**config.mk**
```make
export PLATFORM = sky130hd
export DESIGN_NAME = postfix_stack_evaluator
export DESIGN_NICKNAME = d
export VERILOG_FILES = /design/src/rtl/psev_pkg.sv /design/src/rtl/psev_div.sv /design/src/rtl/psev_datapath.sv /design/src/rtl/psev_ctrl.sv /design/src/rtl/postfix_stack_evaluator.sv
export SDC_FILE = /design/constraint.sdc
export NUM_CORES = 2
export LEC_CHECK = 0
export ABC_AREA = 1
export BUFFER_PORTS_ARGS = -buffer_cell sky130_fd_sc_hd__buf_2
export CAP_MARGIN = 20
export CORE_MARGIN = 4
export CORE_UTILIZATION = 63
export CTS_BUF_LIST = sky130_fd_sc_hd__clkbuf_16
export DETAILED_ROUTE_END_ITERATION = 8
export HOLD_SLACK_MARGIN = 0.03
export PLACE_DENSITY = 0.81
export SLEW_MARGIN = 15
export SYNTH_ARGS = -nofsm -noshare
export SYNTH_HDL_FRONTEND = slang
export SYNTH_HIERARCHICAL = 1
export SYNTH_SLANG_ARGS = --single-unit
```
**constraint.sdc**
```tcl
create_clock -name clk -period 11.9 [get_ports clk]
set_input_delay 0.595 -clock clk [delete_from_list [all_inputs] [get_ports clk]]
set_output_delay 0.595 -clock clk [all_outputs]
set_load 0.05 [all_outputs]
```
**src/rtl/psev_pkg.sv**
```systemverilog
// Package of shared constants, types and the symbol decoder for the postfix stack evaluator.
`default_nettype none
package psev_pkg;

  localparam int STACK_DEPTH = 32;
  localparam int DATA_WIDTH  = 32;
  localparam int PTR_W       = $clog2(STACK_DEPTH);
  localparam int CNT_W       = $clog2(STACK_DEPTH + 1);
  localparam int DSTEP_W     = $clog2(DATA_WIDTH + 1);

  localparam logic [7:0] SYM_DIGIT_LO = 8'd48;
  localparam logic [7:0] SYM_DIGIT_HI = 8'd57;
  localparam logic [7:0] SYM_MUL      = 8'd90;
  localparam logic [7:0] SYM_ADD      = 8'd91;
  localparam logic [7:0] SYM_SUB      = 8'd93;
  localparam logic [7:0] SYM_DIV      = 8'd95;
  localparam logic [7:0] SYM_END      = 8'd111;

  typedef enum logic [2:0] {
    OP_DIGIT,
    OP_MUL,
    OP_ADD,
    OP_SUB,
    OP_DIV,
    OP_END,
    OP_BAD
  } psev_op_t;

  typedef enum logic [3:0] {
    S_IDLE,
    S_PUSH,
    S_POP_B,
    S_POP_A,
    S_CAP_A,
    S_EXEC,
    S_DIV_GO,
    S_DIV_WAIT,
    S_END_POP,
    S_END_OUT
  } psev_state_t;

  typedef struct packed {
    logic bad_op;
    logic div_zero;
    logic overflow;
    logic underflow;
  } psev_flags_t;

  typedef struct packed {
    logic accept;
    logic load_digit;
    logic pop;
    logic cap_b;
    logic cap_a;
    logic exec;
    logic div_start;
    logic div_zero;
    logic div_take;
    logic push;
    logic finish;
  } psev_cmd_t;

  typedef struct packed {
    psev_op_t in_op;
    psev_op_t op;
    logic     b_zero;
    logic     div_done;
    logic     out_hold;
  } psev_sts_t;

  function automatic psev_op_t decode_symbol(logic [7:0] s);
    psev_op_t o;
    if (s >= SYM_DIGIT_LO && s <= SYM_DIGIT_HI) begin
      o = OP_DIGIT;
    end else begin
      unique case (s)
        SYM_MUL: o = OP_MUL;
        SYM_ADD: o = OP_ADD;
        SYM_SUB: o = OP_SUB;
        SYM_DIV: o = OP_DIV;
        SYM_END: o = OP_END;
        default: o = OP_BAD;
      endcase
    end
    return o;
  endfunction

endpackage
`default_nettype wire

```
**src/rtl/psev_div.sv**
```systemverilog
// Radix-2 restoring signed divider that produces one quotient bit per cycle.
`default_nettype none
module psev_div (
  input  wire logic                            clk,
  input  wire logic                            rst,
  input  wire logic                            start,
  input  wire logic [psev_pkg::DATA_WIDTH-1:0] dividend,
  input  wire logic [psev_pkg::DATA_WIDTH-1:0] divisor,
  output logic                                 done,
  output logic      [psev_pkg::DATA_WIDTH-1:0] quotient
);

  localparam int DW = psev_pkg::DATA_WIDTH;

  logic [DW-1:0]                  quo;
  logic [DW-1:0]                  dvs;
  logic [DW:0]                    rem;
  logic [psev_pkg::DSTEP_W-1:0]   steps;
  logic                           busy;
  logic                           neg;
  logic [DW:0]                    shifted;
  logic                           fits;

  assign shifted  = {rem[DW-1:0], quo[DW-1]};
  assign fits     = shifted >= {1'b0, dvs};
  assign quotient = neg ? (~quo + DW'(1)) : quo;

  always_ff @(posedge clk) begin
    if (rst) begin
      busy  <= 1'b0;
      done  <= 1'b0;
      steps <= '0;
    end else begin
      done <= 1'b0;
      if (start) begin
        busy  <= 1'b1;
        steps <= psev_pkg::DSTEP_W'(DW);
      end else if (busy) begin
        steps <= steps - psev_pkg::DSTEP_W'(1);
        if (steps == psev_pkg::DSTEP_W'(1)) begin
          busy <= 1'b0;
          done <= 1'b1;
        end
      end
    end
  end

  always_ff @(posedge clk) begin
    if (start) begin
      quo <= dividend[DW-1] ? (~dividend + DW'(1)) : dividend;
      dvs <= divisor[DW-1] ? (~divisor + DW'(1)) : divisor;
      rem <= '0;
      neg <= dividend[DW-1] ^ divisor[DW-1];
    end else if (busy) begin
      quo <= {quo[DW-2:0], fits};
      rem <= fits ? (shifted - {1'b0, dvs}) : shifted;
    end
  end

endmodule
`default_nettype wire

```
**src/rtl/psev_datapath.sv**
```systemverilog
// Datapath with the operand stack memory, operand registers, arithmetic and the result register.
`default_nettype none
module psev_datapath (
  input  wire logic                            clk,
  input  wire logic                            rst,
  input  wire psev_pkg::psev_cmd_t             cmd,
  output psev_pkg::psev_sts_t                  sts,
  input  wire logic [7:0]                      symbol,
  output logic                                 out_valid,
  input  wire logic                            out_ready,
  output logic      [psev_pkg::DATA_WIDTH-1:0] value,
  output logic                                 underflow_seen,
  output logic                                 overflow_seen,
  output logic                                 div_zero_seen,
  output logic                                 bad_operator_seen
);

  localparam int DW = psev_pkg::DATA_WIDTH;

  logic [DW-1:0]               mem [psev_pkg::STACK_DEPTH];
  logic [DW-1:0]               rdata;
  logic [psev_pkg::CNT_W-1:0]  cnt;
  logic [psev_pkg::CNT_W-1:0]  cnt_dec;
  logic                        hit;
  logic                        empty;
  logic                        full;
  psev_pkg::psev_flags_t       flags;
  psev_pkg::psev_op_t          op;
  logic [DW-1:0]               opa;
  logic [DW-1:0]               opb;
  logic [DW-1:0]               res;
  logic [DW-1:0]               popped;
  logic [7:0]                  sym_diff;
  logic                        div_done;
  logic [DW-1:0]               div_q;

  assign cnt_dec  = cnt - psev_pkg::CNT_W'(1);
  assign empty    = cnt == '0;
  assign full     = cnt == psev_pkg::CNT_W'(psev_pkg::STACK_DEPTH);
  assign popped   = hit ? rdata : '0;
  assign sym_diff = symbol - psev_pkg::SYM_DIGIT_LO;

  assign sts.in_op    = psev_pkg::decode_symbol(symbol);
  assign sts.op       = op;
  assign sts.b_zero   = opb == '0;
  assign sts.div_done = div_done;
  assign sts.out_hold = out_valid & ~out_ready;

  psev_div u_div (
    .clk      (clk),
    .rst      (rst),
    .start    (cmd.div_start),
    .dividend (opa),
    .divisor  (opb),
    .done     (div_done),
    .quotient (div_q)
  );

  always_ff @(posedge clk) begin
    if (cmd.pop && !empty) begin
      rdata <= mem[cnt_dec[psev_pkg::PTR_W-1:0]];
    end
    if (cmd.push && !full) begin
      mem[cnt[psev_pkg::PTR_W-1:0]] <= res;
    end
  end

  always_ff @(posedge clk) begin
    if (rst) begin
      cnt       <= '0;
      flags     <= '0;
      hit       <= 1'b0;
      out_valid <= 1'b0;
    end else begin
      if (cmd.finish) begin
        out_valid <= 1'b1;
      end else if (out_valid && out_ready) begin
        out_valid <= 1'b0;
      end
      if (cmd.pop) begin
        hit <= !empty;
        if (empty) begin
          flags.underflow <= 1'b1;
        end else begin
          cnt <= cnt_dec;
        end
      end
      if (cmd.push) begin
        if (full) begin
          flags.overflow <= 1'b1;
        end else begin
          cnt <= cnt + psev_pkg::CNT_W'(1);
        end
      end
      if (cmd.div_zero) begin
        flags.div_zero <= 1'b1;
      end
      if (cmd.exec && op == psev_pkg::OP_BAD) begin
        flags.bad_op <= 1'b1;
      end
      if (cmd.finish) begin
        cnt   <= '0;
        flags <= '0;
      end
    end
  end

  always_ff @(posedge clk) begin
    if (cmd.accept) begin
      op <= sts.in_op;
    end
    if (cmd.cap_b) begin
      opb <= popped;
    end
    if (cmd.cap_a) begin
      opa <= popped;
    end
    if (cmd.load_digit) begin
      res <= DW'(sym_diff[3:0]);
    end else if (cmd.exec) begin
      case (op)
        psev_pkg::OP_MUL: res <= opa * opb;
        psev_pkg::OP_ADD: res <= opa + opb;
        psev_pkg::OP_SUB: res <= opa - opb;
        default:          res <= '0;
      endcase
    end else if (cmd.div_zero) begin
      res <= '0;
    end else if (cmd.div_take) begin
      res <= div_q;
    end
    if (cmd.finish) begin
      value             <= popped;
      underflow_seen    <= flags.underflow;
      overflow_seen     <= flags.overflow;
      div_zero_seen     <= flags.div_zero;
      bad_operator_seen <= flags.bad_op;
    end
  end

endmodule
`default_nettype wire

```
**src/rtl/psev_ctrl.sv**
```systemverilog
// Controller state machine that sequences pops, arithmetic, pushes and result delivery.
`default_nettype none
module psev_ctrl (
  input  wire logic                clk,
  input  wire logic                rst,
  input  wire logic                in_valid,
  output logic                     in_ready,
  input  wire psev_pkg::psev_sts_t sts,
  output psev_pkg::psev_cmd_t      cmd
);

  psev_pkg::psev_state_t state;
  psev_pkg::psev_state_t state_next;

  always_ff @(posedge clk) begin
    if (rst) begin
      state <= psev_pkg::S_IDLE;
    end else begin
      state <= state_next;
    end
  end

  always_comb begin
    state_next = state;
    unique case (state)
      psev_pkg::S_IDLE: begin
        if (in_valid) begin
          case (sts.in_op)
            psev_pkg::OP_DIGIT: state_next = psev_pkg::S_PUSH;
            psev_pkg::OP_END:   state_next = psev_pkg::S_END_POP;
            default:            state_next = psev_pkg::S_POP_B;
          endcase
        end
      end
      psev_pkg::S_PUSH:    state_next = psev_pkg::S_IDLE;
      psev_pkg::S_POP_B:   state_next = psev_pkg::S_POP_A;
      psev_pkg::S_POP_A:   state_next = psev_pkg::S_CAP_A;
      psev_pkg::S_CAP_A: begin
        state_next = (sts.op == psev_pkg::OP_DIV) ? psev_pkg::S_DIV_GO : psev_pkg::S_EXEC;
      end
      psev_pkg::S_EXEC:    state_next = psev_pkg::S_PUSH;
      psev_pkg::S_DIV_GO: begin
        state_next = sts.b_zero ? psev_pkg::S_PUSH : psev_pkg::S_DIV_WAIT;
      end
      psev_pkg::S_DIV_WAIT: begin
        if (sts.div_done) begin
          state_next = psev_pkg::S_PUSH;
        end
      end
      psev_pkg::S_END_POP: state_next = psev_pkg::S_END_OUT;
      psev_pkg::S_END_OUT: begin
        if (!sts.out_hold) begin
          state_next = psev_pkg::S_IDLE;
        end
      end
      default:             state_next = psev_pkg::S_IDLE;
    endcase
  end

  always_comb begin
    cmd      = '0;
    in_ready = 1'b0;
    unique case (state)
      psev_pkg::S_IDLE: begin
        in_ready       = 1'b1;
        cmd.accept     = in_valid;
        cmd.load_digit = in_valid && sts.in_op == psev_pkg::OP_DIGIT;
      end
      psev_pkg::S_PUSH:     cmd.push = 1'b1;
      psev_pkg::S_POP_B:    cmd.pop = 1'b1;
      psev_pkg::S_POP_A: begin
        cmd.cap_b = 1'b1;
        cmd.pop   = 1'b1;
      end
      psev_pkg::S_CAP_A:    cmd.cap_a = 1'b1;
      psev_pkg::S_EXEC:     cmd.exec = 1'b1;
      psev_pkg::S_DIV_GO: begin
        cmd.div_zero  = sts.b_zero;
        cmd.div_start = !sts.b_zero;
      end
      psev_pkg::S_DIV_WAIT: cmd.div_take = sts.div_done;
      psev_pkg::S_END_POP:  cmd.pop = 1'b1;
      psev_pkg::S_END_OUT:  cmd.finish = !sts.out_hold;
      default:              cmd = '0;
    endcase
  end

endmodule
`default_nettype wire

```
**src/rtl/postfix_stack_evaluator.sv**
```systemverilog
// Top level of the postfix stack evaluator, joining the controller and the datapath.
//
// One symbol item is taken on the in channel (in_valid, in_ready, symbol) at a time.
// Digit symbols push their value, operator symbols pop two operands and push the result,
// and the end symbol pops the top and sends one result item on the out channel
// (out_valid, out_ready, value and the four error flags), then clears the stack and flags.
// Per item: a digit is loaded, then pushed; an add, subtract, multiply or unknown operator
// pops and captures the right operand, then the left, executes and pushes the result;
// a division by zero pushes zero, and a division waits for the divider, which produces one
// quotient bit per cycle. The end symbol pops the top, then registers it as the result item.
// The result is held in an output register, and the next items are taken while it waits.
// Should a second end symbol arrive while the first result still waits, the block holds
// until the receiver takes the first.
// Reset clears the stack count, the flags, the controller and out_valid; the stack memory
// needs no clearing because only entries below the count are ever read.
`default_nettype none
module postfix_stack_evaluator (
  input  wire logic                            clk,
  input  wire logic                            rst,
  input  wire logic                            in_valid,
  output logic                                 in_ready,
  input  wire logic [7:0]                      symbol,
  output logic                                 out_valid,
  input  wire logic                            out_ready,
  output logic      [psev_pkg::DATA_WIDTH-1:0] value,
  output logic                                 underflow_seen,
  output logic                                 overflow_seen,
  output logic                                 div_zero_seen,
  output logic                                 bad_operator_seen
);

  psev_pkg::psev_cmd_t cmd;
  psev_pkg::psev_sts_t sts;

  psev_ctrl u_ctrl (
    .clk      (clk),
    .rst      (rst),
    .in_valid (in_valid),
    .in_ready (in_ready),
    .sts      (sts),
    .cmd      (cmd)
  );

  psev_datapath u_datapath (
    .clk               (clk),
    .rst               (rst),
    .cmd               (cmd),
    .sts               (sts),
    .symbol            (symbol),
    .out_valid         (out_valid),
    .out_ready         (out_ready),
    .value             (value),
    .underflow_seen    (underflow_seen),
    .overflow_seen     (overflow_seen),
    .div_zero_seen     (div_zero_seen),
    .bad_operator_seen (bad_operator_seen)
  );

  a_one_item: assert property (@(posedge clk) disable iff (rst)
    (in_valid && in_ready) |=> !in_ready)
    else $error("A second item was accepted before the first was finished.");

  a_cmd_exclusive: assert property (@(posedge clk) disable iff (rst)
    $onehot0({cmd.push, cmd.pop, cmd.exec, cmd.div_start, cmd.finish, cmd.div_take}))
    else $error("Conflicting datapath commands were issued together.");

  a_no_overwrite: assert property (@(posedge clk) disable iff (rst)
    cmd.finish |-> !(out_valid && !out_ready))
    else $error("A waiting result would have been overwritten.");

  a_finish_shows: assert property (@(posedge clk) disable iff (rst)
    cmd.finish |=> out_valid)
    else $error("A finished expression did not present its result.");

endmodule
`default_nettype wire
```
# Word-level counts from Yosys, hierarchy flattened
# Memory sizes are Yosys's and may differ from the RTL's. A register that Yosys moved wholly into a read port is not among the register bits.
# Index checks and enable logic that the tools add are counted.
[totals]
ram_bits = 1024
elab_cells = 144
output_inout_bits = 38
register_bits = 256
mem_count = 1
inputBits = 12
[classes]
n_reduce_logical = 25
n_eq_ne = 25
multipliers = 1
magnitude_cmp = 3
muxes = 45
n_bitwise = 7
addsub = 10
[memory_table]
columns = ["name", "words", "word_bits", "read_ports", "rd_ports_with_merged_regs", "wr", "line_no", "source"]
rows = [
  ["u_datapath.mem", 32, 32, 1, 1, 1, "psev_datapath.sv:20", "logic [DW-1:0] mem [psev_pkg::STACK_DEPTH];"],
]
[op_table]
columns = ["op", "n"]
rows = [
  ["two-way mux 32 bit", 9],
  ["adder 32 x 1 -> 32 bit, second input constant", 3],
  ["NOT 32 bit", 3],
  ["one-hot mux 32 bit (3 select lines)", 1],
  ["subtractor 32 bit", 2],
  ["equality test 8 x 7 -> 1 bit, second input constant", 5],
  ["two-way mux 6 bit", 6],
  ["one-hot mux 4 bit (9 select lines)", 1],
  ["greater-or-equal comparator 33 x 32 -> 1 bit", 1],
  ["adder 32 bit", 1],
  ["zero test 32 bit", 1],
  ["multiplier 32 x 32 -> 32 bit", 1],
  ["two-way mux 31 bit", 1],
  ["equality test 4 x 3 -> 1 bit, second input constant", 4],
  ["two-way mux 1 bit", 16],
  ["two-way mux 4 bit", 4],
  ["one-hot mux 3 bit (5 select lines)", 1],
  ["subtractor 6 x 1 -> 6 bit, second input constant", 2],
  ["equality test 3 bit, second input constant", 3],
  ["equality test 4 x 2 -> 1 bit, second input constant", 2],
  ["equality test 4 bit, second input constant", 2],
  ["greater-or-equal comparator 8 x 6 -> 1 bit, second input constant", 1],
  ["<= comparator 8 x 6 -> 1 bit, second input constant", 1],
  ["one-hot mux 4 bit (2 select lines)", 1],
  ["26 further kinds", 44],
]

# Logic depth before layout (Yosys ltp)
[logic_depth]
word_depth = 7
mapped_depth = 38
depth_no_buf = 36

# By module
# The synthesis kept the hierarchy.
[by_module_without_submodules]
columns = ["mod", "n_inst", "cells_per_inst", "area_each_um2", "seq_area_each_um2"]
rows = [
  ["psev_datapath", 1, 6101, 65581.6, 35724.3],
  ["psev_div", 1, 1423, 9127.5, 2752.6],
  ["psev_ctrl", 1, 72, 425.4, 80.1],
]

# Worst setup path before layout
# Ideal clock, no wire load.
[synth_path]
path_kind = "register to register"
start = "register u_datapath.opb[7]"
end = "register u_datapath.res[26]"
arrival_time_ns = 6.617
n_path_buf = 2
t_required_ns = 11.780
stages_incl_launch_ff = 30
setup_slack_ns = 5.162
period_less_slack_ns = 6.738
setup_ns = 0.120
path_cell_list = "edfxtp_1 -> clkbuf_1 -> clkbuf_1 -> nand2_1 -> inv_1 -> fa_1 -> fa_1 -> fa_1 -> inv_1 -> fa_1 -> inv_1 -> fa_1 -> inv_1 -> fa_1 -> inv_1 -> fa_1 -> fa_1 -> ha_1 -> nand2_1 -> nor2_1 -> nand4_1 -> inv_1 -> nand4_1 -> nand3_1 -> a21oi_1 -> or2_2 -> nand3_1 -> nand2_1 -> nand2_1 -> a21oi_1"
[synth_between]
elab_chain_len = 4
word_cells_on_any_way = 9
cone_classes = "add/sub: 2; mul: 1; mux: 4; reduce/logical: 2"
[synth_lines]
columns = ["item", "line_no", "source"]
rows = [
  ["start, declared", "psev_datapath.sv:30", "logic [DW-1:0] opb;"],
  ["start signal, assigned", "psev_datapath.sv:113", "opb <= popped;"],
  ["parallel branches: the longest is 4 deep, another holds multiplier 32 x 32 -> 32 bit", "--", ""],
  ["end signal, assigned", "psev_datapath.sv:119", "res <= DW'(sym_diff[3:0]);"],
  ["end signal, assigned", "psev_datapath.sv:122", "psev_pkg::OP_MUL: res <= opa * opb;"],
  ["end signal, assigned", "psev_datapath.sv:123", "psev_pkg::OP_ADD: res <= opa + opb;"],
  ["end, declared", "psev_datapath.sv:31", "logic [DW-1:0] res;"],
]
# Several ways; the timed one is not identified.
# A chain may end at the register's enable or synchronous reset.

# Worst setup path in the final report
[layout_path]
start = "register u_datapath.opb[8]"
end = "register u_datapath.res[21]"
# Same word-level chain as after synthesis.

==> results.sh <==
export IMPL_synth_compound_area_share_pct=10.4
export IMPL_syn_area_um2=75100
export IMPL_cpMaxStageDelayCell="edfxtp_1"
export IMPL_synth_seq_area_share_pct=51.3
export IMPL_nets=8142
export IMPL_p_leak_uw=0.0346
export IMPL_vias=57500
export IMPL_yosys_warnings=6
export IMPL_dieWidth_um=353
export IMPL_grt_pass1_vias=57400
export IMPL_critPathKind="reg2reg"
export IMPL_ys_flop_type="edfxtp_1"
export IMPL_end_kind="register"
export IMPL_cp_arrival_ns=8.09
export IMPL_synth_seq_cells=1312
export IMPL_synth_area_leaders="edfxtp_1 49%, fa_1 11%, nand2_1 6.7%"
export IMPL_synthAdderAreaFrac_pct=14.2
export IMPL_syn_inst=7596
export IMPL_clk_pin_slew_worst_paths_ns=0.07
export IMPL_grt_max_degree=100
export IMPL_synth_xor_area_share_pct=1.74
export IMPL_wl_um=226000
export IMPL_yosys_area_share_simple_pct=14.3
export IMPL_viasPerCell=6.27
export IMPL_antenna_found_initial=9
export IMPL_drtPass1Iterations=6
export IMPL_worst_slew_pin_slew_ns=1.18
export IMPL_path_common_cell="fa_1"
export IMPL_drv_slew=0
export IMPL_vdd_ir_drop_max_uv=424
export IMPL_path_cells="buf_4, nand2_1, fa_1, inv_1, fa_1, fa_1, inv_1, fa_1, inv_1, fa_1, ha_1, fa_1, fa_1, ha_1, a21oi_1, o21ai_0, o21bai_1, a21oi_1, inv_1, a21oi_1, xor2_1, o22ai_1, nand2_1, a21oi_1"
export IMPL_cts_buffer_depth=3
export IMPL_finalSetupTns_ns=0
export IMPL_critPathLaunchType="register"
export IMPL_cts_sinks=1312
export IMPL_finClkSkew_ns=0.0562
export IMPL_cts_tree="built"
export IMPL_grt_overflow_total=0
export IMPL_grtUsageTotal_pct=36.0
export IMPL_root_buffer="clkbuf_16"
export IMPL_rows=126
export IMPL_crit_required_ns=12.49
export IMPL_cts_buffers=133
export IMPL_synth_avg_cell_area_um2=9.89
export IMPL_gp_congestion=0.949
export IMPL_io_buffers=49
export IMPL_max_stage_delay_ns=0.71
export IMPL_fin_util_pct=69.0
export IMPL_clk_latency_ns=0.78
export IMPL_synth_edff_count=1228
export IMPL_fmaxAchievable_ghz=0.133
export IMPL_syn2layout_area_growth_pct=8.65
export IMPL_synth_top_area_share_pct=49.1
export IMPL_synth_top_family_by_area="simple AND/OR/NAND/NOR gates"
export IMPL_slew_headroom_pct=21.5
export IMPL_synth_top_cell_by_area="edfxtp_1"
export IMPL_layout_drive_gt1_share_pct=6.52
export IMPL_cp_max_fo=21
export IMPL_place_hpwl_um=140000
export IMPL_power_uw=21900
export IMPL_cts_hold_buf=0
export IMPL_cts_resized=0
export IMPL_cts_setup_buffers=0
export IMPL_ys_types=60
export IMPL_drc=0
export IMPL_synth_fp_nets=8215
export IMPL_status="completed"
export IMPL_power_density_nw_per_um2=269
export IMPL_muxShareOfSynthArea_pct=0
export IMPL_start_util_pct=63.5
export IMPL_pin_count=50
export IMPL_hold_path_class="in2reg"
export IMPL_fin_crit_sh_pct=63.0
export IMPL_dp_cells=8912
export IMPL_maxCapViolations=0
export IMPL_routedWlPerCell_um=24.7
export IMPL_htreeDepth=4
export IMPL_dieArea_um2=125000
export IMPL_core_um2=118000
export IMPL_rsz0062_at_grt="false"
export IMPL_fp_dieH_um=353
export IMPL_finalNonFillerCells=9161
export IMPL_period_minus_slack_ns=7.50
export IMPL_synth_async_reset_ratio_pct=0
export IMPL_drt_iter0_markers=8457
export IMPL_hold_viol_final=0
export IMPL_grt_pass1_wl_um=340000
export IMPL_finalSetupViolCount=0
export IMPL_ant_nets=0
==> synthesized netlist by cell type (55+ instances only) <==
cell / count
clkbuf_1: 295
nor2_1: 823
nand2_1: 1338
inv_1: 1166
edfxtp_1: 1228
ha_1: 197
nand3_1: 286
buf_2: 55
o22ai_1: 70
fa_1: 410
dfxtp_1: 84
a21oi_1: 172
o21ai_0: 727
xor2_1: 104
o221ai_1: 194
==> cell type report <==
type                    count  area (um2)
clock buffers             135        3380
repair buffers            192        1490
diodes                      1        2.50
multi-input cells        4707       30900
flip-flops and latches   1312       38600
inverters                1177        4430
clock inverters           101         970
fillers                  8361       36600
well taps                1536        1920
==> worst paths after layout <==
kind | startpoint | end | slack (ns) | depth (start not counted)
min | rst | u_datapath/out_valid$_SDFFE_PP0P_ | 0.15 | 2
min reg2reg | u_datapath/u_div/rem[23]$_SDFFE_PP0P_ | u_datapath/u_div/rem[23]$_SDFFE_PP0P_ | 0.47 | 2
max | u_datapath/opb[8]$_DFFE_PP_ | u_datapath/res[21]$_SDFFE_PP0P_ | 4.40 | 24
max reg2reg | u_datapath/opb[8]$_DFFE_PP_ | u_datapath/res[21]$_SDFFE_PP0P_ | 4.40 | 24
==> cell usage in the layout (no fill, tap or decap), drive strengths merged, types with 7 or more instances in the layout <==
| cell | count |
|---|---|
| o22ai | 70 |
| xor2 | 104 |
| o21ai | 754 |
| or2 | 16 |
| ha | 197 |
| nand3b | 31 |
| xnor2 | 45 |
| dfxtp | 84 |
| o221ai | 194 |
| nand3 | 288 |
| nand2 | 1351 |
| o21a | 7 |
| nor3 | 50 |
| edfxtp | 1228 |
| a31oi | 42 |
| clkinv | 52 |
| bufinv | 10 |
| clkbuf | 136 |
| a32oi | 32 |
| nor2 | 835 |
| o21bai | 18 |
| nor4 | 11 |
| buf | 191 |
| fa | 410 |
| nand4 | 39 |
| inv | 1211 |
| a21oi | 174 |
==> per-layer routing <==
metal  global-route usage [%]  part of all wire [%]  up-vias
met5                        0                0.0044        -
met4                     20.9                   6.6        2
met3                     7.67                    12      875
met2                     58.5                    47     3986
met1                     45.0                    34    27500
li1                         -                     -    25100
==> worst max-delay path, delay by kind of cell, from the launching register on <==
family                     cells  cell delay [ns]
xor gates and xnor gates       1             0.40
DFF                            1             0.71
adders and majority gates      9             4.05
and+or+nand+nor                2             0.23
AOI/OAI and AO/OA              7             1.24
buffers and inverters          5             0.66
==> where the power goes <==
group          switching, uW  internal [uW]  total (uW)
logic                   7980           3910       11900
clock network           1850           2310        4160
registers                279           5600        5880
==> through the flow <==
stage | area (um2) | setup slack (ns) | hold slack (ns)
after floorplan | 75100 | 5.16 | 0.408
after CTS | 81400 | 4.53 | 0.0972
after global placement | 77000 | 4.68 | 0.456
after global routing | 81600 | 4.05 | 0.139
after detailed placement | 77000 | 4.57 | 0.449
final | 81600 | 4.40 | 0.150
==> sequential cells by signal, indices dropped and copies added, names as in the netlist, 3 cells and up <==
register                cells
u_datapath/u_div/dvs       32
u_datapath/op               3
u_datapath/value           32
u_datapath/u_div/steps      6
u_datapath/mem           1024
u_datapath/flags            4
u_datapath/opb             32
u_datapath/u_div/quo       32
u_datapath/cnt              6
u_datapath/opa             32
u_ctrl/state                4
u_datapath/u_div/rem       32
u_datapath/res             32
u_datapath/rdata           32
==> cell families (layout without fill, tap and decap cells) <==
| kind of cell | Yosys count | after routing |
|---|---|---|
| DFF | 1312 | 1312 |
| and+or+nand+nor | 2627 | 2627 |
| buffers and inverters | 1577 | 1605 |
| adders and majority gates | 607 | 607 |
| AOI/OAI and AO/OA | 1324 | 1324 |
| xor gates and xnor gates | 149 | 149 |
| other | 0 | 1 |
Power figures use the tool's default switching activity.
